## src/sv/aaf_pkg.sv

```systemverilog
package aaf_pkg;

    localparam int CHANNELS_DEF    = 8;
    localparam int RING_BLOCKS_DEF = 64;
    localparam int Q_DEPTH         = 4;
    localparam int SLOT_W          = 12;
    localparam int CFG_IDX_W       = 3;
    localparam int CFG_DATA_W      = 64;

    localparam logic [CFG_IDX_W-1:0] REG_RX_ENABLE  = 3'd0;
    localparam logic [CFG_IDX_W-1:0] REG_STREAM_ID  = 3'd1;
    localparam logic [CFG_IDX_W-1:0] REG_FORMAT     = 3'd2;
    localparam logic [CFG_IDX_W-1:0] REG_RATE_CODE  = 3'd3;
    localparam logic [CFG_IDX_W-1:0] REG_BIT_DEPTH  = 3'd4;

    localparam logic OP_BYTE = 1'b0;
    localparam logic OP_POP  = 1'b1;

    localparam logic [1:0] ST_ACCEPTED   = 2'd0;
    localparam logic [1:0] ST_IGNORED    = 2'd1;
    localparam logic [1:0] ST_OTHER      = 2'd2;
    localparam logic [1:0] ST_FORMAT_ERR = 2'd3;

    typedef enum logic [1:0] {
        KIND_SAMPLE = 2'd0,
        KIND_STATUS = 2'd1,
        KIND_EMPTY  = 2'd2
    } t_kind;

    // one queued command for the back end, with the status snapshot it reports
    typedef struct packed {
        t_kind              kind;
        logic [1:0]         status;
        logic               seq_err;
        logic [SLOT_W-1:0]  slot;
        logic [31:0]        ts;
        logic [31:0]        cnt_acc;
        logic [31:0]        cnt_seq;
        logic [31:0]        cnt_fmt;
        logic [31:0]        cnt_oth;
    } t_cmd;

endpackage

```

## src/sv/aaf_queue.sv

```systemverilog
module aaf_queue #(
    parameter int DEPTH = aaf_pkg::Q_DEPTH
) (
    input  logic          i_clk,
    input  logic          i_rst_n,
    input  logic          i_push,
    input  aaf_pkg::t_cmd i_cmd,
    output logic          o_ready,
    input  logic          i_pop,
    output logic          o_valid,
    output aaf_pkg::t_cmd o_cmd
);
    localparam int PW = (DEPTH > 1) ? $clog2(DEPTH) : 1;

    aaf_pkg::t_cmd  r_mem [DEPTH];
    logic [PW-1:0]  r_wp, r_rp;
    logic [PW:0]    r_cnt;

    function automatic logic [PW-1:0] f_inc(input logic [PW-1:0] p);
        return (p == PW'(DEPTH - 1)) ? '0 : p + 1'b1;
    endfunction

    assign o_ready = (r_cnt != (PW+1)'(DEPTH));
    assign o_valid = (r_cnt != '0);
    assign o_cmd   = r_mem[r_rp];

    always_ff @(posedge i_clk) begin
        if (i_push && o_ready) begin
            r_mem[r_wp] <= i_cmd;
        end
        if (!i_rst_n) begin
            r_wp  <= '0;
            r_rp  <= '0;
            r_cnt <= '0;
        end else begin
            if (i_push && o_ready) begin
                r_wp <= f_inc(r_wp);
            end
            if (i_pop && o_valid) begin
                r_rp <= f_inc(r_rp);
            end
            r_cnt <= r_cnt + (PW+1)'(i_push && o_ready) - (PW+1)'(i_pop && o_valid);
        end
    end
endmodule

```

## config.mk

```make
export PLATFORM = sky130hd
export DESIGN_NAME = aaf_queue
export DESIGN_NICKNAME = d
export VERILOG_FILES = /design/src/sv/aaf_pkg.sv /design/src/sv/aaf_queue.sv
export SDC_FILE = /design/constraint.sdc
export NUM_CORES = 1
export LEC_CHECK = 0
export BUFFER_PORTS_ARGS = -buffer_cell sky130_fd_sc_hd__buf_4
export CORE_UTILIZATION = 30
export DETAILED_ROUTE_END_ITERATION = 12
export GPL_TIMING_DRIVEN = 0
export SKIP_LAST_GASP = 1
export SYNTH_ARGS = -nofsm -noshare
export SYNTH_HDL_FRONTEND = slang
export SYNTH_SLANG_ARGS = --single-unit
```

## constraint.sdc

```tcl
create_clock -name i_clk -period 7.6 [get_ports i_clk]
set_input_delay 0.76 -clock i_clk [delete_from_list [all_inputs] [get_ports i_clk]]
set_output_delay 0.76 -clock i_clk [all_outputs]
set_load 0.02 [all_outputs]
```

==> flow_metrics.env <==
export IMPL_drc=0
export IMPL_wire_per_inst_um=20.8
export IMPL_crit_path_end_kind="output pin"
export IMPL_final_cell_mix="708 x edfxtp_1, 359 x buf_4, 177 x mux4_2"
export IMPL_gr_total_overflow=0
export IMPL_drt_iter0_drc=589
export IMPL_cts_root_buf="clkbuf_16"
export IMPL_grt_use_total=0.123
export IMPL_peakVddDrop_mv=0.200
export IMPL_clk_pin_slew_ns=0.06
export IMPL_io_buffers=359
export IMPL_relSlewSlack=0.142
export IMPL_p_leak_nw=10.9
export IMPL_gp_congestion=0.698
export IMPL_row_count=107
export IMPL_path_cells="buf_2 -> clkbuf_1 -> buf_2 -> mux4_2 -> buf_4"
export IMPL_first_global_vias=12631
export IMPL_yosys_warnings=0
export IMPL_hold_path_class="in2reg"
export IMPL_setup_tns_ns=0
export IMPL_cp_start_kind="flip-flop"
export IMPL_die_area_um2=87900
export IMPL_io_pins=360
export IMPL_crit_top_cell="buf_2"
export IMPL_cts_sinks=717
export IMPL_critPathSlowestCell="clkbuf_1"
export IMPL_maxCapViolations=0
export IMPL_layout_nets=1617
export IMPL_worstReg2RegStart="r_cnt[1]"
export IMPL_hold_viol_final=0
export IMPL_grt_max_degree=54
export IMPL_routed_wl_um=54800
export IMPL_cts_resized=0
export IMPL_yosysSeqAreaShare=0.824
export IMPL_avgSynthCellArea_um2=26.6
export IMPL_die_y_um=297
export IMPL_clk_path_buf_depth=3
export IMPL_syn_inst=977
export IMPL_status="finished, final reports clean"
export IMPL_ys_types=24
export IMPL_required_ns=6.84
export IMPL_start_util=0.304
export IMPL_worst_pin_slew_ns=1.29
export IMPL_antenna_found_initial=7
export IMPL_ys_ff_latch=717
export IMPL_finClkSkew_ns=0.0231
export IMPL_syn2layout_area_growth_pct=26.2
export IMPL_layout_commonest_cell="edfxtp_1"
export IMPL_die_w_um=297
export IMPL_final_min_clock_period_ns=3.99
export IMPL_rsz0062_at_grt="false"
export IMPL_drtPass1Iterations=6
export IMPL_path_max_fanout=10
export IMPL_ant_nets=0
export IMPL_dp_hpwl_um=34900
export IMPL_syn_area_um2=26000
export IMPL_synth_nets=1166
export IMPL_drive_gt1_frac=0.471
export IMPL_cts_buffers=78
export IMPL_fillers=7656
export IMPL_grt_pass1_wl_um=78900
export IMPL_final_util=0.384
export IMPL_cts_setup_buffers=0
export IMPL_clock_latency_ns=0.60
export IMPL_slew_viol_final=0
export IMPL_cts_hold_buf=0
export IMPL_p_per_area_nw_per_um2=341
export IMPL_min_delay_start="i_cmd[108]"
export IMPL_setup_slack_ns=3.61
export IMPL_setup_violations=0
export IMPL_vias=11676
export IMPL_crit_type="reg2out"
export IMPL_dp_slack_ns=4.09
export IMPL_critical_path_arrival_ns=3.23
export IMPL_ctsHtreeMaxLevel=3
export IMPL_fmax_mhz=251
export IMPL_cts_tree="built"
export IMPL_design_power_total_mw=11.2
export IMPL_critPathMaxStageDelay_ns=0.97
export IMPL_viasPerCell=4.44
export IMPL_fin_crit_sh=0.525
export IMPL_core_area_um2=85500
-- where the power goes --
group,switching (mW),internal (mW),leakage [nW]
sequential,0.0794,4.79,6.56
combinational,1.57,1.31,3.15
clock,1.47,1.98,1.14
total,3.12,8.08,10.9
-- routing by layer --
layer,global-route usage,up-vias,wire length [um],share of wire
met2,0.208,300,28200,0.52
met4,0.0402,10,1260,0.023
met3,0.0459,95,4530,0.083
li1,-,5151,-,-
met5,0,-,66,0.0012
met1,0.143,6120,20700,0.38
-- worst paths after layout --
path	cells after the start	slack (ns)	to
hold / removal	1	0.35	r_mem[1][108]
setup reg to reg	12	5.05	r_cnt[2]
hold reg to reg	2	0.51	r_wp[1]
setup / recovery	5	3.61	o_cmd[122]
-- cells in the mapped netlist (all sizes together) --
cell type,n,share of area
and2,3,0.00082
and3,4,0.00096
buf,36,0.011
clkbuf,6,0.00087
dfxtp,9,0.0069
edfxtp,708,0.82
fa,1,0.00077
ha,7,0.0034
inv,6,0.00087
mux2i,1,0.00038
mux4,177,0.15
nand2,5,0.00072
nand3,2,0.00038
nand4,1,0.00024
nor2,2,0.00029
nor2b,1,0.00024
o21ai,3,0.00058
o31ai,1,0.00029
or3,1,0.00024
or3b,1,0.00034
xnor2,2,0.00067
-- sequential cells by signal (all words and copies together) (netlist names), named ones only --
name,flops
r_mem,708
r_rp,2
r_cnt,3
r_wp,2
-- through the flow --
step,hold WS [ns],std cells,cell area (um^2)
4_1_cts,0.289,2628,32800
6_report,0.353,2629,32800
2_1_floorplan,0.468,977,26000
3_5_place_dp,0.499,2492,30500
3_3_place_gp,0.478,2480,30100
5_1_grt,0.309,2628,32800
-- cells by family after synthesis --
logic type	synth area share
xor+xnor	0.000673
fa+ha+maj	0.00414
flops	0.824
compound gates	0.000865
simple gates	0.00423
buf+inv	0.0125
mux	0.154
-- critical path: cells and delay by family (launching register included) --
kind,cells,cell delay [ns]
multiplexers,1,0.37
buffers and inverters,4,1.92
flip-flops,1,0.30
-- area by class of cell --
cell class	instances	area (um^2)	share of cell area
inverter	6	22.5	0.000686
multi-input combinational	212	4270	0.130
timing repair buffer	371	3030	0.0921
sequential	717	21400	0.653
buffer	42	303	0.00922
antenna	1	2.50	0.0000762
clock buffer	96	2040	0.0621
clock inverter	40	300	0.00914
tap	1144	1430	0.0436
(Power assumes the default switching activity.)
