<file path="src/sv/aaf_pkg.sv">
package aaf_pkg;

    localparam int CHANNELS_DEF    = 8;
    localparam int RING_BLOCKS_DEF = 64;
    localparam int Q_DEPTH         = 4;
    localparam int SLOT_W          = 12;
    localparam int CFG_IDX_W       = 3;
    localparam int CFG_DATA_W      = 64;

    localparam logic [CFG_IDX_W-1:0] REG_RX_ENABLE  = 3'd0;
    localparam logic [CFG_IDX_W-1:0] REG_STREAM_ID  = 3'd1;
    localparam logic [CFG_IDX_W-1:0] REG_FORMAT     = 3'd2;
    localparam logic [CFG_IDX_W-1:0] REG_RATE_CODE  = 3'd3;
    localparam logic [CFG_IDX_W-1:0] REG_BIT_DEPTH  = 3'd4;

    localparam logic OP_BYTE = 1'b0;
    localparam logic OP_POP  = 1'b1;

    localparam logic [1:0] ST_ACCEPTED   = 2'd0;
    localparam logic [1:0] ST_IGNORED    = 2'd1;
    localparam logic [1:0] ST_OTHER      = 2'd2;
    localparam logic [1:0] ST_FORMAT_ERR = 2'd3;

    typedef enum logic [1:0] {
        KIND_SAMPLE = 2'd0,
        KIND_STATUS = 2'd1,
        KIND_EMPTY  = 2'd2
    } t_kind;

    // one queued command for the back end, with the status snapshot it reports
    typedef struct packed {
        t_kind              kind;
        logic [1:0]         status;
        logic               seq_err;
        logic [SLOT_W-1:0]  slot;
        logic [31:0]        ts;
        logic [31:0]        cnt_acc;
        logic [31:0]        cnt_seq;
        logic [31:0]        cnt_fmt;
        logic [31:0]        cnt_oth;
    } t_cmd;

endpackage

</file>
<file path="src/sv/aaf_out_if.sv">
interface aaf_out_if;
    logic               valid;
    logic               ready;
    logic [1:0]         kind;
    logic [2:0]         channel;
    logic signed [31:0] sample;
    logic               last;
    logic [1:0]         frame_status;
    logic               sequence_error;
    logic [31:0]        avtp_ts;
    logic [31:0]        accepted_count;
    logic [31:0]        seq_error_count;
    logic [31:0]        format_error_count;
    logic [31:0]        other_stream_count;

    modport source (output valid, kind, channel, sample, last, frame_status, sequence_error,
                    avtp_ts, accepted_count, seq_error_count, format_error_count,
                    other_stream_count, input ready);
    modport sink   (input valid, kind, channel, sample, last, frame_status, sequence_error,
                    avtp_ts, accepted_count, seq_error_count, format_error_count,
                    other_stream_count, output ready);
endinterface

</file>
<file path="src/sv/aaf_back.sv">
module aaf_back #(
    parameter int CHANNELS    = aaf_pkg::CHANNELS_DEF,
    parameter int RING_BLOCKS = aaf_pkg::RING_BLOCKS_DEF
) (
    input  logic                              i_clk,
    input  logic                              i_rst_n,
    input  logic                              i_q_valid,
    input  aaf_pkg::t_cmd                     i_cmd,
    output logic                              o_q_pop,
    output logic                              o_pop_done,
    output logic                              o_re,
    output logic [$clog2(RING_BLOCKS*CHANNELS)-1:0] o_raddr,
    input  logic [31:0]                       i_rdata,
    aaf_out_if.source                         o_result
);
    localparam int AW = $clog2(RING_BLOCKS * CHANNELS);
    localparam int SW = $clog2(RING_BLOCKS);
    localparam int CW = (CHANNELS > 1) ? $clog2(CHANNELS) : 1;

    logic [CW-1:0] r_idx;
    logic          r_dv;
    aaf_pkg::t_cmd r_dcmd;
    logic [CW-1:0] r_dch;
    logic          r_dlast;
    logic          r_ov;
    logic          mv, issue, is_smp, smp_last;

    assign mv       = r_dv && (!r_ov || o_result.ready);
    assign issue    = i_q_valid && (!r_dv || mv);
    assign is_smp   = (i_cmd.kind == aaf_pkg::KIND_SAMPLE);
    assign smp_last = (r_idx == CW'(CHANNELS - 1));
    assign o_q_pop  = issue && (!is_smp || smp_last);
    assign o_pop_done = issue && is_smp && smp_last;
    assign o_re     = issue && is_smp;
    assign o_raddr  = AW'(AW'(i_cmd.slot[SW-1:0]) * AW'(CHANNELS) + AW'(r_idx));

    always_ff @(posedge i_clk) begin
        if (issue) begin
            r_dcmd  <= i_cmd;
            r_dch   <= r_idx;
            r_dlast <= !is_smp || smp_last;
        end
        if (mv) begin
            o_result.kind               <= r_dcmd.kind;
            o_result.channel            <= (r_dcmd.kind == aaf_pkg::KIND_SAMPLE)
                                           ? 3'(r_dch) : 3'd0;
            o_result.sample             <= (r_dcmd.kind == aaf_pkg::KIND_SAMPLE)
                                           ? i_rdata : 32'd0;
            o_result.last               <= r_dlast;
            o_result.frame_status       <= r_dcmd.status;
            o_result.sequence_error     <= r_dcmd.seq_err;
            o_result.avtp_ts            <= r_dcmd.ts;
            o_result.accepted_count     <= r_dcmd.cnt_acc;
            o_result.seq_error_count    <= r_dcmd.cnt_seq;
            o_result.format_error_count <= r_dcmd.cnt_fmt;
            o_result.other_stream_count <= r_dcmd.cnt_oth;
        end
        if (!i_rst_n) begin
            r_idx <= '0;
            r_dv  <= 1'b0;
            r_ov  <= 1'b0;
        end else begin
            if (issue && is_smp) begin
                r_idx <= smp_last ? '0 : r_idx + 1'b1;
            end
            if (issue)   r_dv <= 1'b1;
            else if (mv) r_dv <= 1'b0;
            if (mv)                   r_ov <= 1'b1;
            else if (o_result.ready)  r_ov <= 1'b0;
        end
    end

    assign o_result.valid = r_ov;
endmodule

</file>
<file path="src/flat_wrapper.sv">
// flat-port wrapper written by rule: the top's interface ports become plain ports
module aaf_back_flat 
#(
    parameter int CHANNELS    = aaf_pkg::CHANNELS_DEF,
    parameter int RING_BLOCKS = aaf_pkg::RING_BLOCKS_DEF
)
  (i_clk, i_rst_n, i_q_valid, i_cmd, o_q_pop, o_pop_done, o_re, o_raddr, i_rdata, o_result_valid, o_result_kind, o_result_channel, o_result_sample, o_result_last, o_result_frame_status, o_result_sequence_error, o_result_avtp_ts, o_result_accepted_count, o_result_seq_error_count, o_result_format_error_count, o_result_other_stream_count, o_result_ready);
  aaf_out_if o_result_i ();
  input  logic i_clk;
  input  logic i_rst_n;
  input  logic i_q_valid;
  input  aaf_pkg::t_cmd i_cmd;
  output logic o_q_pop;
  output logic o_pop_done;
  output logic o_re;
  output logic [$clog2(RING_BLOCKS*CHANNELS)-1:0] o_raddr;
  input  logic [31:0] i_rdata;
  output wire logic [$bits(o_result_i.valid)-1:0] o_result_valid;
  output wire logic [$bits(o_result_i.kind)-1:0] o_result_kind;
  output wire logic [$bits(o_result_i.channel)-1:0] o_result_channel;
  output wire logic [$bits(o_result_i.sample)-1:0] o_result_sample;
  output wire logic [$bits(o_result_i.last)-1:0] o_result_last;
  output wire logic [$bits(o_result_i.frame_status)-1:0] o_result_frame_status;
  output wire logic [$bits(o_result_i.sequence_error)-1:0] o_result_sequence_error;
  output wire logic [$bits(o_result_i.avtp_ts)-1:0] o_result_avtp_ts;
  output wire logic [$bits(o_result_i.accepted_count)-1:0] o_result_accepted_count;
  output wire logic [$bits(o_result_i.seq_error_count)-1:0] o_result_seq_error_count;
  output wire logic [$bits(o_result_i.format_error_count)-1:0] o_result_format_error_count;
  output wire logic [$bits(o_result_i.other_stream_count)-1:0] o_result_other_stream_count;
  input wire logic [$bits(o_result_i.ready)-1:0] o_result_ready;
  assign o_result_valid = o_result_i.valid;
  assign o_result_kind = o_result_i.kind;
  assign o_result_channel = o_result_i.channel;
  assign o_result_sample = o_result_i.sample;
  assign o_result_last = o_result_i.last;
  assign o_result_frame_status = o_result_i.frame_status;
  assign o_result_sequence_error = o_result_i.sequence_error;
  assign o_result_avtp_ts = o_result_i.avtp_ts;
  assign o_result_accepted_count = o_result_i.accepted_count;
  assign o_result_seq_error_count = o_result_i.seq_error_count;
  assign o_result_format_error_count = o_result_i.format_error_count;
  assign o_result_other_stream_count = o_result_i.other_stream_count;
  assign o_result_i.ready = o_result_ready;
  aaf_back #(.CHANNELS(CHANNELS), .RING_BLOCKS(RING_BLOCKS)) u_core (.i_clk(i_clk), .i_rst_n(i_rst_n), .i_q_valid(i_q_valid), .i_cmd(i_cmd), .o_q_pop(o_q_pop), .o_pop_done(o_pop_done), .o_re(o_re), .o_raddr(o_raddr), .i_rdata(i_rdata), .o_result(o_result_i));
endmodule
</file>
<file path="config.mk">
export PLATFORM = sky130hd
export DESIGN_NAME = aaf_back_flat
export DESIGN_NICKNAME = d
export VERILOG_FILES = /design/src/sv/aaf_pkg.sv /design/src/sv/aaf_out_if.sv /design/src/sv/aaf_back.sv /design/src/flat_wrapper.sv
export SDC_FILE = /design/constraint.sdc
export NUM_CORES = 1
export LEC_CHECK = 0
export ABC_CLOCK_PERIOD_IN_PS = 17900
export BUFFER_PORTS_ARGS = -buffer_cell sky130_fd_sc_hd__buf_2
export CAP_MARGIN = 30
export CORE_AREA = 2 2 167 169
export CTS_CLUSTER_DIAMETER = 50
export CTS_CLUSTER_SIZE = 40
export DETAILED_ROUTE_END_ITERATION = 8
export DIE_AREA = 0 0 169 171
export HOLD_SLACK_MARGIN = 0.1
export PLACE_DENSITY = 0.71
export SYNTH_ARGS = -nofsm -noshare
export SYNTH_HDL_FRONTEND = slang
export SYNTH_SLANG_ARGS = --single-unit
</file>
<file path="constraint.sdc">
create_clock -name i_clk -period 17.9 [get_ports i_clk]
set_input_delay 0.895 -clock i_clk [delete_from_list [all_inputs] [get_ports i_clk]]
set_output_delay 0.895 -clock i_clk [all_outputs]
set_load 0.02 [all_outputs]
</file>
==> impl_results.md <==
- Path type of the worst min-delay path: reg -> reg
- RSZ-0062 raised after global routing: false
- Area growth syn-to-layout: 32.3%
- Maximum number of pins on one net before global-route repair: 83
- Max_cap viols: 0
- Worst Hold Margin: 0.413 ns
- Count of TritonRoute iterations in the first routing pass: 5
- Register clock-pin slew on the reported worst setup and hold paths: 0.08 ns
- Detailed router's first-iteration violation count: 427
- Final cycle utilization of the critical path: 16.3%
- Number of endpoints failing setup at the final stage: 0
- Rel. slew slack: 36.4%
- Library cell with the highest instance count after synthesis: sky130_fd_sc_hd__edfxtp_1
- Horiz. Die Dim: 169 um
- Count of instances resized after the clock tree is built: 0
- Power density cells: 122 nW/um^2
- CTS Hold Buffers Added: 0
- Setup repair bufs after CTS: 0
- Placer's final routability congestion estimate: 0.807
- Required arrival time at the worst endpoint: 17.01 ns
- Max Transition Viols Final: 0
- Clock latency on the worst-skew pair: 0.51 ns
- Start-to-end type of the worst setup path: reg -> out
- Net count of the finished layout: 1102
- Yosys synthesis warning count: 0
- Fraction of final layout cells with drive strength greater than 1: 53.1%
- Clock tree from TritonCTS: built
- Sequential-to-total area share from yosys stat: 96.0%
- GRT Resource Usage Total: 14.0%
- Post-synthesis instance area: 11700 sq um
- Worst setup timing slack at the placement stage: 14.65 ns
- Input/output buffers: 408
- Critical path's most frequent cell: sky130_fd_sc_hd__ha_1
- Worst-case reg-to-reg path depth: 4
- Routed WL: 21800 um
- Filler cells: 2097
- Area fraction of the dominant cell type after synthesis: 95.1%
- First-pass GRT wire length: 30400 um
- Peak clock frequency supported by timing: 343 MHz
- DRC viols: 0
- Worst vdd ir: 0.106 mV
- Placed wire-length estimate: 15200 um
- Total via count in the routed design: 5728
- Post-synth top area cell: sky130_fd_sc_hd__edfxtp_1
- Via count of the first global-routing pass: 5394
- Hold Crit Depth: 0
- Max Clock Skew: 0.0210 ns
- Worst-case clock buffer depth: 3
- Die outline area: 28900 sq um
- Number of H-tree levels: 2
- Critical path endpoint category: primary output
- Root buffer cell: sky130_fd_sc_hd__clkbuf_16
- Global route overflow: 0
- Synthesized net count: 659
- Critical-path maximum fanout: 5
- Number of antenna violations at the first check in global routing: 3
- Outcome: completed
- Initial standard-cell utilization of the core: 42.7%
- Element type at the critical path start: flip-flop
- Synth top area cells: sky130_fd_sc_hd__edfxtp_1 95%, sky130_fd_sc_hd__and2_1 1.9%, sky130_fd_sc_hd__dfxtp_1 0.86%, sky130_fd_sc_hd__buf_4 0.39%, sky130_fd_sc_hd__mux2i_1 0.26%
- Transition time of the tightest slew-check pin: 0.953 ns
- Num ports: 427
- CP max stage delay: 0.40 ns
- FFs w/ async S/R, synth: 0%
- Routed len/inst: 17.2 um
- Final setup slack of the worst path: 14.99 ns
- Slowest cell on the critical path: sky130_fd_sc_hd__or3_1
- Flip-flop and latch count after synthesis: 375
- Standard-cell row count: 61
- Most frequently used flop master after synthesis: sky130_fd_sc_hd__edfxtp_1
- Placed Area: 14100 sq um
- Mean post-synth cell area: 26.3 sq um
- Data arrival at the endpoint of the critical path: 2.02 ns
- Mean number of vias per cell: 4.54
- Hold violation total from the final report: 0
- Number of buffers created by CTS: 35
- DRT antenna net count: 0
- Commonest cells in the netlist: 370 x sky130_fd_sc_hd__edfxtp_1, 35 x sky130_fd_sc_hd__and2_1, 6 x sky130_fd_sc_hd__buf_4, 6 x sky130_fd_sc_hd__nand2_1, 5 x sky130_fd_sc_hd__dfxtp_1
- Number of enable flip-flop cells after synthesis: 370
- Total Power: 1890 uW
- Number of unique standard cell types used by synthesis: 18
- Final std cell area, no fill: 15500 sq um
- Aggregate negative setup slack: 0 ns
- Standby leakage power: 0.00603 uW
- Post-layout min period: 2.91 ns
- Area of the core: 27300 sq um
- CTS sink cnt: 375
- Cells after Synth: 444
- Die Y: 171 um
- CP cell instances: ha_1, ha_1, or3_1, and3_1, buf_2
[metal layers]
| metal | share of wire [%] | track usage, % | vias to the layer above |
|---|---|---|---|
| met4 | 3.3 | 6.32 | 2 |
| met5 | 0.055 | 0 | - |
| met2 | 49 | 22.8 | 303 |
| met1 | 37 | 16.2 | 2723 |
| li1 | - | - | 2643 |
| met3 | 11 | 5.97 | 57 |
[cell families after synthesis]
logic type / count (synthesis) / synth area share, %
buf+inv: 10 / 0.514
fa+ha+maj: 2 / 0.214
mux: 3 / 0.257
compound gates: 2 / 0.129
flops: 375 / 96.0
simple gates: 52 / 2.88
[metrics by stage]
stage	utilization, %	cells
4_1_cts	56.3	1257
2_1_floorplan	-	444
3_5_place_dp	51.8	1194
3_3_place_gp	51.8	1194
5_1_grt	56.5	1259
6_report	56.6	1262
[flip-flops by register name, indices dropped and copies added (netlist names), 2 cells and up]
signal                              flops
u_core.o_result.format_error_count     32
u_core.o_result.frame_status            2
u_core.o_result.seq_error_count        32
u_core.o_result.other_stream_count     32
u_core.r_idx                            3
u_core.o_result.avtp_ts                32
u_core.o_result.accepted_count         32
u_core.o_result.channel                 3
u_core.o_result.sample                 32
u_core.r_dcmd                         165
u_core.o_result.kind                    2
u_core.r_dch                            3
[critical path: cells and delay by family, from the launching register on]
| kind | cells | cell delay [ns] |
|---|---|---|
| AND/OR/NAND/NOR | 2 | 0.58 |
| adder cells (fa/ha/maj) | 2 | 0.43 |
| flip-flops | 1 | 0.35 |
| buffers and inverters | 1 | 0.15 |
[path summary, 6_finish.rpt]
check | slack [ns] | end | start
worst min-delay path | 0.41 | u_core.o_result.format_error_count[29] | u_core.r_dcmd[61]
worst min register to register | 0.41 | u_core.o_result.format_error_count[29] | u_core.r_dcmd[61]
worst max register to register | 15.44 | u_core.o_result.avtp_ts[31] | u_core.o_result.valid
worst max-delay path | 14.99 | o_q_pop | u_core.r_idx[0]
[report_power, final]
| part | internal, uW | switching [uW] |
|---|---|---|
| clock | 409 | 360 |
| combinational | 33.6 | 63.1 |
| sequential | 1020 | 10.7 |
[layout make-up]
type / instances / area (sq um) / area share [%]
clock inverters: 26 / 320 / 2.07
well taps: 346 / 433 / 2.80
flip-flops and latches: 375 / 11200 / 72.5
repair buffers: 416 / 2140 / 13.9
diodes: 3 / 7.51 / 0.0486
clock buffers: 37 / 926 / 5.99
multi-input cells: 59 / 415 / 2.69
[layout by cell type (no fill, tap or decap), types with 3 or more instances in the layout]
cell	synthesis	layout
sky130_fd_sc_hd__inv_8	0	6
sky130_fd_sc_hd__clkinv_8	0	5
sky130_fd_sc_hd__mux2i_1	3	3
sky130_fd_sc_hd__inv_6	0	3
sky130_fd_sc_hd__diode_2	0	3
sky130_fd_sc_hd__edfxtp_1	370	370
sky130_fd_sc_hd__and2_1	35	35
sky130_fd_sc_hd__nand2_1	6	6
sky130_fd_sc_hd__buf_2	0	408
sky130_fd_sc_hd__inv_16	0	4
sky130_fd_sc_hd__dfxtp_1	5	5
sky130_fd_sc_hd__buf_4	6	6
sky130_fd_sc_hd__clkinvlp_4	0	4
sky130_fd_sc_hd__clkbuf_16	0	37
(Power assumes the default switching activity.)
