## config.mk

```make
export PLATFORM = sky130hd
export DESIGN_NAME = aaf_front_flat
export DESIGN_NICKNAME = d
export VERILOG_FILES = /design/src/sv/aaf_pkg.sv /design/src/sv/aaf_in_if.sv /design/src/sv/aaf_front.sv /design/src/flat_wrapper.sv
export SDC_FILE = /design/constraint.sdc
export NUM_CORES = 2
export LEC_CHECK = 0
export BUFFER_PORTS_ARGS = -buffer_cell sky130_fd_sc_hd__clkbuf_2
export CAP_MARGIN = 5
export CORE_MARGIN = 4
export CORE_UTILIZATION = 45
export CTS_CLUSTER_SIZE = 16
export DETAILED_ROUTE_END_ITERATION = 16
export SETUP_SLACK_MARGIN = 0.2
export SLEW_MARGIN = 20
export SYNTH_ARGS = -nofsm -noshare
export SYNTH_HDL_FRONTEND = slang
export SYNTH_SLANG_ARGS = --single-unit
```

## constraint.sdc

```tcl
create_clock -name i_clk -period 13.4 [get_ports i_clk]
set_input_delay 2.68 -clock i_clk [delete_from_list [all_inputs] [get_ports i_clk]]
set_output_delay 2.68 -clock i_clk [all_outputs]
set_load 0.02 [all_outputs]
```

## src/sv/aaf_pkg.sv

```systemverilog
package aaf_pkg;

    localparam int CHANNELS_DEF    = 8;
    localparam int RING_BLOCKS_DEF = 64;
    localparam int Q_DEPTH         = 4;
    localparam int SLOT_W          = 12;
    localparam int CFG_IDX_W       = 3;
    localparam int CFG_DATA_W      = 64;

    localparam logic [CFG_IDX_W-1:0] REG_RX_ENABLE  = 3'd0;
    localparam logic [CFG_IDX_W-1:0] REG_STREAM_ID  = 3'd1;
    localparam logic [CFG_IDX_W-1:0] REG_FORMAT     = 3'd2;
    localparam logic [CFG_IDX_W-1:0] REG_RATE_CODE  = 3'd3;
    localparam logic [CFG_IDX_W-1:0] REG_BIT_DEPTH  = 3'd4;

    localparam logic OP_BYTE = 1'b0;
    localparam logic OP_POP  = 1'b1;

    localparam logic [1:0] ST_ACCEPTED   = 2'd0;
    localparam logic [1:0] ST_IGNORED    = 2'd1;
    localparam logic [1:0] ST_OTHER      = 2'd2;
    localparam logic [1:0] ST_FORMAT_ERR = 2'd3;

    typedef enum logic [1:0] {
        KIND_SAMPLE = 2'd0,
        KIND_STATUS = 2'd1,
        KIND_EMPTY  = 2'd2
    } t_kind;

    // one queued command for the back end, with the status snapshot it reports
    typedef struct packed {
        t_kind              kind;
        logic [1:0]         status;
        logic               seq_err;
        logic [SLOT_W-1:0]  slot;
        logic [31:0]        ts;
        logic [31:0]        cnt_acc;
        logic [31:0]        cnt_seq;
        logic [31:0]        cnt_fmt;
        logic [31:0]        cnt_oth;
    } t_cmd;

endpackage

```

## src/sv/aaf_in_if.sv

```systemverilog
interface aaf_in_if;
    logic       valid;
    logic       ready;
    logic       opcode;
    logic [7:0] data_byte;
    logic       end_of_frame;

    modport source (output valid, opcode, data_byte, end_of_frame, input ready);
    modport sink   (input valid, opcode, data_byte, end_of_frame, output ready);
endinterface

```

## src/sv/aaf_front.sv

```systemverilog
module aaf_front #(
    parameter int CHANNELS    = aaf_pkg::CHANNELS_DEF,
    parameter int RING_BLOCKS = aaf_pkg::RING_BLOCKS_DEF
) (
    input  logic                              i_clk,
    input  logic                              i_rst_n,
    aaf_in_if.sink                            i_item,
    input  logic                              i_cfg_we,
    input  logic [aaf_pkg::CFG_IDX_W-1:0]     i_cfg_index,
    input  logic [aaf_pkg::CFG_DATA_W-1:0]    i_cfg_data,
    input  logic                              i_q_ready,
    output logic                              o_push,
    output aaf_pkg::t_cmd                     o_cmd,
    input  logic                              i_pop_done,
    output logic                              o_we,
    output logic [$clog2(RING_BLOCKS*CHANNELS)-1:0] o_waddr,
    output logic [31:0]                       o_wdata
);
    localparam int AW = $clog2(RING_BLOCKS * CHANNELS);
    localparam int SW = $clog2(RING_BLOCKS);
    localparam int CW = (CHANNELS > 1) ? $clog2(CHANNELS) : 1;
    localparam logic [15:0] ETH_HDR = 16'd14;
    localparam logic [15:0] HDR_END = 16'd38;
    localparam logic [15:0] POS_MAX = 16'hFFFF;
    localparam logic [4:0]  HB_SUBTYPE = 5'd0;
    localparam logic [4:0]  HB_SEQ     = 5'd2;
    localparam logic [4:0]  HB_FORMAT  = 5'd16;
    localparam logic [4:0]  HB_FMT_HI  = 5'd17;
    localparam logic [4:0]  HB_FMT_LO  = 5'd18;
    localparam logic [4:0]  HB_DEPTH   = 5'd19;
    localparam logic [4:0]  HB_LEN_HI  = 5'd20;
    localparam logic [4:0]  HB_LEN_LO  = 5'd21;
    localparam logic [4:0]  HB_LAST    = 5'd23;
    localparam logic [7:0]  SUBTYPE_AAF = 8'h02;

    // configuration
    logic        r_en;
    logic [63:0] r_sid;
    logic [7:0]  r_fmt, r_depth;
    logic [3:0]  r_rate;

    // frame parse state
    logic [15:0] r_pos, n_pos;
    logic        r_sub_bad, n_sub_bad, r_id_bad, n_id_bad, r_fmt_bad, n_fmt_bad;
    logic [7:0]  r_hseq, n_hseq, r_scratch, n_scratch;
    logic [31:0] r_hts, n_hts, r_asm, n_asm;
    logic [15:0] r_dlen, n_dlen;
    logic [1:0]  r_verdict, n_verdict;
    logic [CW-1:0] r_chan, n_chan;

    // pointers and history
    logic [31:0] r_pend, n_pend, r_wp, n_wp, r_rp, n_rp;
    logic [SW-1:0] r_pslot, n_pslot, r_wslot, n_wslot, r_rslot, n_rslot;
    logic [7:0]  r_prev, n_prev;
    logic        r_seen, n_seen;
    logic [31:0] r_ts, n_ts, r_acc, n_acc, r_seq, n_seq, r_fmtc, n_fmtc, r_oth, n_oth;
    logic [3:0]  r_pops;

    logic        acc_beat, sid_wr;
    logic [15:0] hp, off;
    logic [4:0]  p5;
    logic [2:0]  id_k;
    logic [15:0] fw;
    logic [1:0]  st;
    logic        se;

    function automatic logic [SW-1:0] f_slot_inc(input logic [SW-1:0] s);
        return (s == SW'(RING_BLOCKS - 1)) ? '0 : s + 1'b1;
    endfunction

    assign i_item.ready = i_q_ready && (i_item.opcode == aaf_pkg::OP_POP || r_pops == '0);
    assign acc_beat     = i_item.valid && i_item.ready;
    assign sid_wr       = i_cfg_we && (i_cfg_index == aaf_pkg::REG_STREAM_ID);
    assign hp           = r_pos - ETH_HDR;
    assign p5           = hp[4:0];
    assign id_k         = 3'(5'd11 - p5);
    assign off          = r_pos - HDR_END;
    assign fw           = {r_scratch, i_item.data_byte};

    always_comb begin
        n_pos = r_pos; n_sub_bad = r_sub_bad; n_id_bad = r_id_bad; n_fmt_bad = r_fmt_bad;
        n_hseq = r_hseq; n_scratch = r_scratch; n_hts = r_hts; n_asm = r_asm;
        n_dlen = r_dlen; n_verdict = r_verdict; n_chan = r_chan;
        n_pend = r_pend; n_wp = r_wp; n_rp = r_rp;
        n_pslot = r_pslot; n_wslot = r_wslot; n_rslot = r_rslot;
        n_prev = r_prev; n_seen = r_seen; n_ts = r_ts;
        n_acc = r_acc; n_seq = r_seq; n_fmtc = r_fmtc; n_oth = r_oth;
        o_we = 1'b0; o_waddr = '0; o_wdata = '0;
        o_push = 1'b0; st = aaf_pkg::ST_IGNORED; se = 1'b0;
        o_cmd = '0;

        if (acc_beat && i_item.opcode == aaf_pkg::OP_POP) begin
            o_push = 1'b1;
            o_cmd.cnt_acc = r_acc; o_cmd.cnt_seq = r_seq;
            o_cmd.cnt_fmt = r_fmtc; o_cmd.cnt_oth = r_oth; o_cmd.ts = r_ts;
            if (r_wp == r_rp) begin
                o_cmd.kind = aaf_pkg::KIND_EMPTY;
            end else begin
                o_cmd.kind = aaf_pkg::KIND_SAMPLE;
                o_cmd.slot = aaf_pkg::SLOT_W'(r_rslot);
                n_rp = r_rp + 32'd1;
                n_rslot = f_slot_inc(r_rslot);
            end
        end else if (acc_beat) begin
            if (r_pos == '0) begin
                n_pend = r_wp; n_pslot = r_wslot;
                n_dlen = '0; n_sub_bad = 1'b0; n_id_bad = 1'b0; n_fmt_bad = 1'b0;
                n_hseq = '0; n_hts = '0; n_scratch = '0; n_asm = '0; n_chan = '0;
                n_verdict = r_en ? aaf_pkg::ST_ACCEPTED : aaf_pkg::ST_IGNORED;
            end
            if (r_pos >= ETH_HDR && r_pos < HDR_END) begin
                priority if (p5 == HB_SUBTYPE) begin
                    if (i_item.data_byte != SUBTYPE_AAF) n_sub_bad = 1'b1;
                end else if (p5 == HB_SEQ) begin
                    n_hseq = i_item.data_byte;
                end else if (p5 >= 5'd4 && p5 <= 5'd11) begin
                    if (i_item.data_byte != r_sid[8*id_k +: 8]) n_id_bad = 1'b1;
                end else if (p5 >= 5'd12 && p5 <= 5'd15) begin
                    n_hts = {r_hts[23:0], i_item.data_byte};
                end else if (p5 == HB_FORMAT) begin
                    if (i_item.data_byte != r_fmt) n_fmt_bad = 1'b1;
                end else if (p5 == HB_FMT_HI) begin
                    n_scratch = i_item.data_byte;
                end else if (p5 == HB_FMT_LO) begin
                    if (fw[15:12] != r_rate || fw[9:0] != 10'(CHANNELS)) n_fmt_bad = 1'b1;
                end else if (p5 == HB_DEPTH) begin
                    if (i_item.data_byte != r_depth) n_fmt_bad = 1'b1;
                end else if (p5 == HB_LEN_HI) begin
                    n_dlen = {i_item.data_byte, 8'h00};
                end else if (p5 == HB_LEN_LO) begin
                    n_dlen = {r_dlen[15:8], i_item.data_byte};
                end else if (p5 == HB_LAST && r_verdict == aaf_pkg::ST_ACCEPTED) begin
                    priority if (r_sub_bad) n_verdict = aaf_pkg::ST_IGNORED;
                    else if (r_id_bad)      n_verdict = aaf_pkg::ST_OTHER;
                    else if (r_fmt_bad)     n_verdict = aaf_pkg::ST_FORMAT_ERR;
                    else                    n_verdict = aaf_pkg::ST_ACCEPTED;
                end else begin
                end
            end else if (r_pos >= HDR_END && r_pos < POS_MAX) begin
                if (r_verdict == aaf_pkg::ST_ACCEPTED && off < r_dlen) begin
                    n_asm = {r_asm[23:0], i_item.data_byte};
                    if (off[1:0] == 2'b11) begin
                        // store the finished word, close the block on its last channel
                        o_we    = 1'b1;
                        o_waddr = AW'(AW'(r_pslot) * AW'(CHANNELS) + AW'(r_chan));
                        o_wdata = n_asm;
                        if (r_chan == CW'(CHANNELS - 1)) begin
                            n_chan  = '0;
                            n_pend  = r_pend + 32'd1;
                            n_pslot = f_slot_inc(r_pslot);
                        end else begin
                            n_chan = r_chan + 1'b1;
                        end
                    end
                end
            end
            if (r_pos < POS_MAX) n_pos = r_pos + 16'd1;

            if (i_item.end_of_frame) begin
                n_pos = '0;
                if (r_pos >= HDR_END - 16'd1) begin
                    st = n_verdict;
                    if (st == aaf_pkg::ST_OTHER) begin
                        n_oth = r_oth + 32'd1;
                    end else if (st != aaf_pkg::ST_IGNORED) begin
                        if (r_seen && n_hseq != r_prev + 8'd1) begin
                            se = 1'b1;
                            n_seq = r_seq + 32'd1;
                        end
                        n_prev = n_hseq;
                        n_seen = 1'b1;
                        n_ts   = n_hts;
                        if (st == aaf_pkg::ST_FORMAT_ERR) begin
                            n_fmtc = r_fmtc + 32'd1;
                        end else begin
                            n_wp    = n_pend;
                            n_wslot = n_pslot;
                            n_acc   = r_acc + 32'd1;
                        end
                    end
                end
                o_push = 1'b1;
                o_cmd.kind = aaf_pkg::KIND_STATUS;
                o_cmd.status = st; o_cmd.seq_err = se; o_cmd.ts = n_ts;
                o_cmd.cnt_acc = n_acc; o_cmd.cnt_seq = n_seq;
                o_cmd.cnt_fmt = n_fmtc; o_cmd.cnt_oth = n_oth;
            end
        end

        if (sid_wr) begin
            n_acc = '0; n_seq = '0; n_fmtc = '0; n_seen = 1'b0;
            n_wp = '0; n_rp = '0; n_pend = '0;
            n_wslot = '0; n_rslot = '0; n_pslot = '0;
        end
    end

    always_ff @(posedge i_clk) begin
        if (!i_rst_n) begin
            r_en <= 1'b0; r_sid <= '0; r_fmt <= 8'd2; r_rate <= 4'd5; r_depth <= 8'd32;
            r_pos <= '0; r_sub_bad <= 1'b0; r_id_bad <= 1'b0; r_fmt_bad <= 1'b0;
            r_hseq <= '0; r_scratch <= '0; r_hts <= '0; r_asm <= '0;
            r_dlen <= '0; r_verdict <= '0; r_chan <= '0;
            r_pend <= '0; r_wp <= '0; r_rp <= '0;
            r_pslot <= '0; r_wslot <= '0; r_rslot <= '0;
            r_prev <= '0; r_seen <= 1'b0; r_ts <= '0;
            r_acc <= '0; r_seq <= '0; r_fmtc <= '0; r_oth <= '0;
            r_pops <= '0;
        end else begin
            if (i_cfg_we) begin
                unique case (i_cfg_index)
                    aaf_pkg::REG_RX_ENABLE: r_en    <= i_cfg_data[0];
                    aaf_pkg::REG_STREAM_ID: r_sid   <= i_cfg_data;
                    aaf_pkg::REG_FORMAT:    r_fmt   <= i_cfg_data[7:0];
                    aaf_pkg::REG_RATE_CODE: r_rate  <= i_cfg_data[3:0];
                    aaf_pkg::REG_BIT_DEPTH: r_depth <= i_cfg_data[7:0];
                    default: ;
                endcase
            end
            r_pos <= n_pos; r_sub_bad <= n_sub_bad; r_id_bad <= n_id_bad;
            r_fmt_bad <= n_fmt_bad; r_hseq <= n_hseq; r_scratch <= n_scratch;
            r_hts <= n_hts; r_asm <= n_asm; r_dlen <= n_dlen; r_verdict <= n_verdict;
            r_chan <= n_chan; r_pend <= n_pend; r_wp <= n_wp; r_rp <= n_rp;
            r_pslot <= n_pslot; r_wslot <= n_wslot; r_rslot <= n_rslot;
            r_prev <= n_prev; r_seen <= n_seen; r_ts <= n_ts;
            r_acc <= n_acc; r_seq <= n_seq; r_fmtc <= n_fmtc; r_oth <= n_oth;
            // count sample pops still in flight; frame bytes hold while any remain
            r_pops <= r_pops
                    + 4'(o_push && o_cmd.kind == aaf_pkg::KIND_SAMPLE)
                    - 4'(i_pop_done);
        end
    end
endmodule

```

## src/flat_wrapper.sv

```systemverilog
// flat-port wrapper written by rule: the top's interface ports become plain ports
module aaf_front_flat 
#(
    parameter int CHANNELS    = aaf_pkg::CHANNELS_DEF,
    parameter int RING_BLOCKS = aaf_pkg::RING_BLOCKS_DEF
)
  (i_clk, i_rst_n, i_cfg_we, i_cfg_index, i_cfg_data, i_q_ready, o_push, o_cmd, i_pop_done, o_we, o_waddr, o_wdata, i_item_valid, i_item_opcode, i_item_data_byte, i_item_end_of_frame, i_item_ready);
  aaf_in_if i_item_i ();
  input  logic i_clk;
  input  logic i_rst_n;
  input  logic i_cfg_we;
  input  logic [aaf_pkg::CFG_IDX_W-1:0] i_cfg_index;
  input  logic [aaf_pkg::CFG_DATA_W-1:0] i_cfg_data;
  input  logic i_q_ready;
  output logic o_push;
  output aaf_pkg::t_cmd o_cmd;
  input  logic i_pop_done;
  output logic o_we;
  output logic [$clog2(RING_BLOCKS*CHANNELS)-1:0] o_waddr;
  output logic [31:0] o_wdata;
  input wire logic [$bits(i_item_i.valid)-1:0] i_item_valid;
  input wire logic [$bits(i_item_i.opcode)-1:0] i_item_opcode;
  input wire logic [$bits(i_item_i.data_byte)-1:0] i_item_data_byte;
  input wire logic [$bits(i_item_i.end_of_frame)-1:0] i_item_end_of_frame;
  output wire logic [$bits(i_item_i.ready)-1:0] i_item_ready;
  assign i_item_i.valid = i_item_valid;
  assign i_item_i.opcode = i_item_opcode;
  assign i_item_i.data_byte = i_item_data_byte;
  assign i_item_i.end_of_frame = i_item_end_of_frame;
  assign i_item_ready = i_item_i.ready;
  aaf_front #(.CHANNELS(CHANNELS), .RING_BLOCKS(RING_BLOCKS)) u_core (.i_clk(i_clk), .i_rst_n(i_rst_n), .i_item(i_item_i), .i_cfg_we(i_cfg_we), .i_cfg_index(i_cfg_index), .i_cfg_data(i_cfg_data), .i_q_ready(i_q_ready), .o_push(o_push), .o_cmd(o_cmd), .i_pop_done(i_pop_done), .o_we(o_we), .o_waddr(o_waddr), .o_wdata(o_wdata));
endmodule
```

==> results.py <==
metrics = {
    "floorplanning": {
        "die_height_um": 253.4,
        "core-area_sq_um": 59350,
        "io_pins": 304,
        "die_w_um": 253.4,
        "placementRows": 89,
        "dieArea_sq_um": 64190,
        "initial_core_util_pct": 45.64,
    },
    "setup_path": {
        "critPathLaunch": "u_core.r_pos[2]",
        "cp-end-kind": "output port",
        "worstPathArrival_ns": 6.64,
        "worstReg2RegEnd": "u_core.r_seq[24]",
        "r2r-start": "u_core.r_pos[2]",
        "crit_path_end": "o_cmd[88]",
        "r2r_slack_ns": 7.59,
        "cp-start-kind": "flop",
        "worstSetupPathType": "reg2out",
        "critPathMaxFanout": 79,
        "crit_required_ns": 10.72,
        "reg2reg_depth": 12,
    },
    "sta": {
        "setup-violations-final": 0,
        "fin_skew_ns": 0.01860,
        "fmax_ghz": 0.1073,
        "rsz0062_at_grt": "false",
        "hold_violations": 0,
        "fin_ws_ns": 4.079,
        "worst_pin_slew_ns": 1.108,
        "fin_crit_sh_pct": 69.56,
        "layout_min_cycle_time_ns": 9.321,
        "slew-limit-headroom_pct": 25.43,
        "finalSetupTns_ns": 0,
        "drv_slew": 0,
    },
    "placement": {
        "placed_cells": 4366,
        "place_area_sq_um": 28870,
        "hpwl_mm": 57.27,
        "globalplace.congestion": 0.8762,
        "dpl_worst_slack_ns": 4.347,
        "portBuffers": 297,
    },
    "detailed_routing": {
        "drc": 0,
        "drt-total-wl_mm": 84.88,
        "first_pass_iters": 6,
        "vias": 26120,
        "antenna_left": 0,
        "wire_per_inst_um": 19.00,
        "drt-initial-drc-count": 2277,
        "viasPerCell": 5.847,
    },
    "synth": {
        "synth_top_area_share_pct": 35.62,
        "synth_top_area_cell": "dfxtp_1",
        "synth_cell_types": 84,
        "synth_compound_area_share_pct": 22.18,
        "synthSimpleGateAreaFrac_pct": 25.91,
        "yosysWarnings": 0,
        "netlist_instances": 3518,
        "async_flop_share_pct": 0,
        "synth_fa_ha_area_share_pct": 1.875,
        "synth_top_family_by_area": "simple AND/OR/NAND/NOR gates",
        "synth_xor_area_share_pct": 7.210,
        "ys.flop_type": "dfxtp_1",
        "yosysSeqAreaShare_pct": 35.62,
        "ys_seq_elements": 482,
        "synth_enable_flop_cells": 0,
        "syn_area_per_cell_sq_um": 7.700,
        "synth.area.top_cells": "dfxtp_1 (36%), nand2_1 (7.4%), o21ai_0 (5.7%)",
        "syn_area_sq_um": 27090,
        "synthMuxAreaShare_pct": 2.226,
    },
    "clock_tree": {
        "cts_setup_buffers": 0,
        "clock_latency_ns": 0.61,
        "clk_pin_slew_ns": 0.06,
        "cts_tree": "built",
        "cts.sinks": 482,
        "cts-root-buf": "clkbuf_16",
        "ctsHoldBuffers": 0,
        "cts_buffers": 55,
        "cts_resized": 0,
        "cts_max_level": 2,
        "clockBufferDepth": 3,
    },
    "min_path": {
        "whs_path_depth": 2,
        "hp-class": "reg2reg",
    },
    "cells_and_area": {
        "fill_cells": 5677,
        "drive_gt1_share_pct": 13.02,
        "area_growth_pct": 13.51,
        "design_area_sq_um": 30750,
        "nNetsFinal": 3773,
        "diodes": 0,
        "fin_cells": 4467,
    },
    "global_routing": {
        "antenna_found_initial": 0,
        "grt-ovfl-total": 0,
        "grt_max_degree": 110,
        "grt_pass1_vias": 24480,
        "grtUsageTotal_pct": 25.22,
        "grt_pass1_wl_mm": 133.3,
    },
    "flow_run": {
        "cap_violations": 0,
    },
    "power_and_ir_drop": {
        "p_per_area_nw_per_um2": 104.7,
        "irDropWorstVdd_v": 0.00009068,
        "leakage_nw": 11.97,
        "p_total_mw": 3.218,
    },
    "status": {
        "status": "completed",
    },
}
## cells in the final DEF (no fill, tap or decap), types with 8 or more instances in the layout
cell type	instances
a211oi_1	11
a21boi_0	98
a21o_1	9
a21oi_1	197
a222oi_1	8
a22oi_1	46
a31oi_1	50
a32oi_1	10
and2_1	53
and3_1	119
and4_1	15
buf_4	39
clkbuf_1	19
clkbuf_16	57
clkbuf_2	296
clkbuf_8	13
dfxtp_1	482
ha_1	39
inv_1	74
mux2i_1	22
mux4_2	16
nand2_1	528
nand2b_1	18
nand3_1	136
nand4_1	56
nor2_1	263
nor2b_1	59
nor3_1	55
nor4_1	37
o211a_1	73
o211ai_1	33
o21a_1	13
o21ai_0	306
o31ai_1	14
or2_2	11
or3_1	50
or4_1	13
xnor2_1	127
xor2_1	96
## cell families after synthesis
logic type / Yosys count
AOI/OAI and AO/OA: 935
xor gates and xnor gates: 223
and+or+nand+nor: 1456
DFF: 482
buffers and inverters: 341
adders and majority gates: 40
other: 1
muxes: 40
## flip-flops by register name, indices dropped and copies added, names as in the netlist, 32 cells and up
name / flops
u_core.r_ts: 32
u_core.r_hts: 32
u_core.r_sid: 64
u_core.r_oth: 32
u_core.r_fmtc: 32
u_core.r_pend: 32
u_core.r_seq: 32
u_core.r_rp: 32
u_core.r_wp: 32
u_core.r_acc: 32
## power breakdown
group,switching [mW],internal [mW]
Sequential,0.0147,1.45
Clock,0.621,0.948
Combinational,0.124,0.0573
Total,0.760,2.46
## how the worst min path moves through the flow
stage                             end  slack [ns]               from
floorplan           u_core.r_wslot[1]        0.44  u_core.r_wslot[1]
finish                u_core.r_sid[3]        0.46    u_core.r_sid[3]
CTS                 u_core.r_wslot[1]        0.46  u_core.r_wslot[1]
detailed placement  u_core.r_wslot[1]        0.45  u_core.r_wslot[1]
global route        u_core.r_wslot[1]        0.48  u_core.r_wslot[1]
global placement    u_core.r_wslot[1]        0.45  u_core.r_wslot[1]
## stage by stage
stage                     hold WS [ns]  util [%]
final                           0.4615     51.81
after global routing            0.4799     51.81
after CTS                       0.4593     51.81
after detailed placement        0.4509     48.64
after global placement          0.4469     48.64
after floorplan                 0.4366         -
## cells in the mapped netlist (all sizes together), types with 74 or more instances
cell type,instances
a21oi,199
inv,74
and3,120
dfxtp,482
xor2,96
nor2,265
clkbuf,223
a21boi,98
nand2,532
xnor2,127
nand3,137
o21ai,316
## final cells by class
class / instances / area, sq um / share of cell area (%)
Multi-Input combinational cell: 2700 / 16190 / 52.64
Sequential cell: 482 / 9649 / 31.38
Timing Repair Buffer: 336 / 1785 / 5.807
Clock buffer: 89 / 1677 / 5.453
Tap cell: 773 / 967.2 / 3.145
Inverter: 75 / 281.5 / 0.9156
Clock inverter: 12 / 202.7 / 0.6592
## worst max-delay path, stage by stage, from the launching register on
cell and delay [ns]:
dfxtp_1 0.57, inv_1 0.15, ha_1 0.47, inv_1 0.51, nor2_1 0.10, o311ai_0 0.80, nor3_2 0.26, or4_4 0.68
a21oi_4 0.18, buf_4 0.63, o211ai_1 0.59, or4_1 0.64, o21ai_0 0.19, clkbuf_2 0.25
## per-layer routing
| metal | GRT usage, % | part of all wire (%) | vias to the layer above | routed length [um] |
|---|---|---|---|---|
| met4 | 7.486 | 2.5 | 0 | 2126 |
| li1 | - | - | 12680 | - |
| met5 | 0 | 0 | - | 0 |
| met1 | 35.53 | 46 | 12520 | 39240 |
| met2 | 40.76 | 45 | 790 | 38260 |
| met3 | 2.989 | 6.2 | 126 | 5255 |
Note: power is estimated with default switching activity, not from simulation.
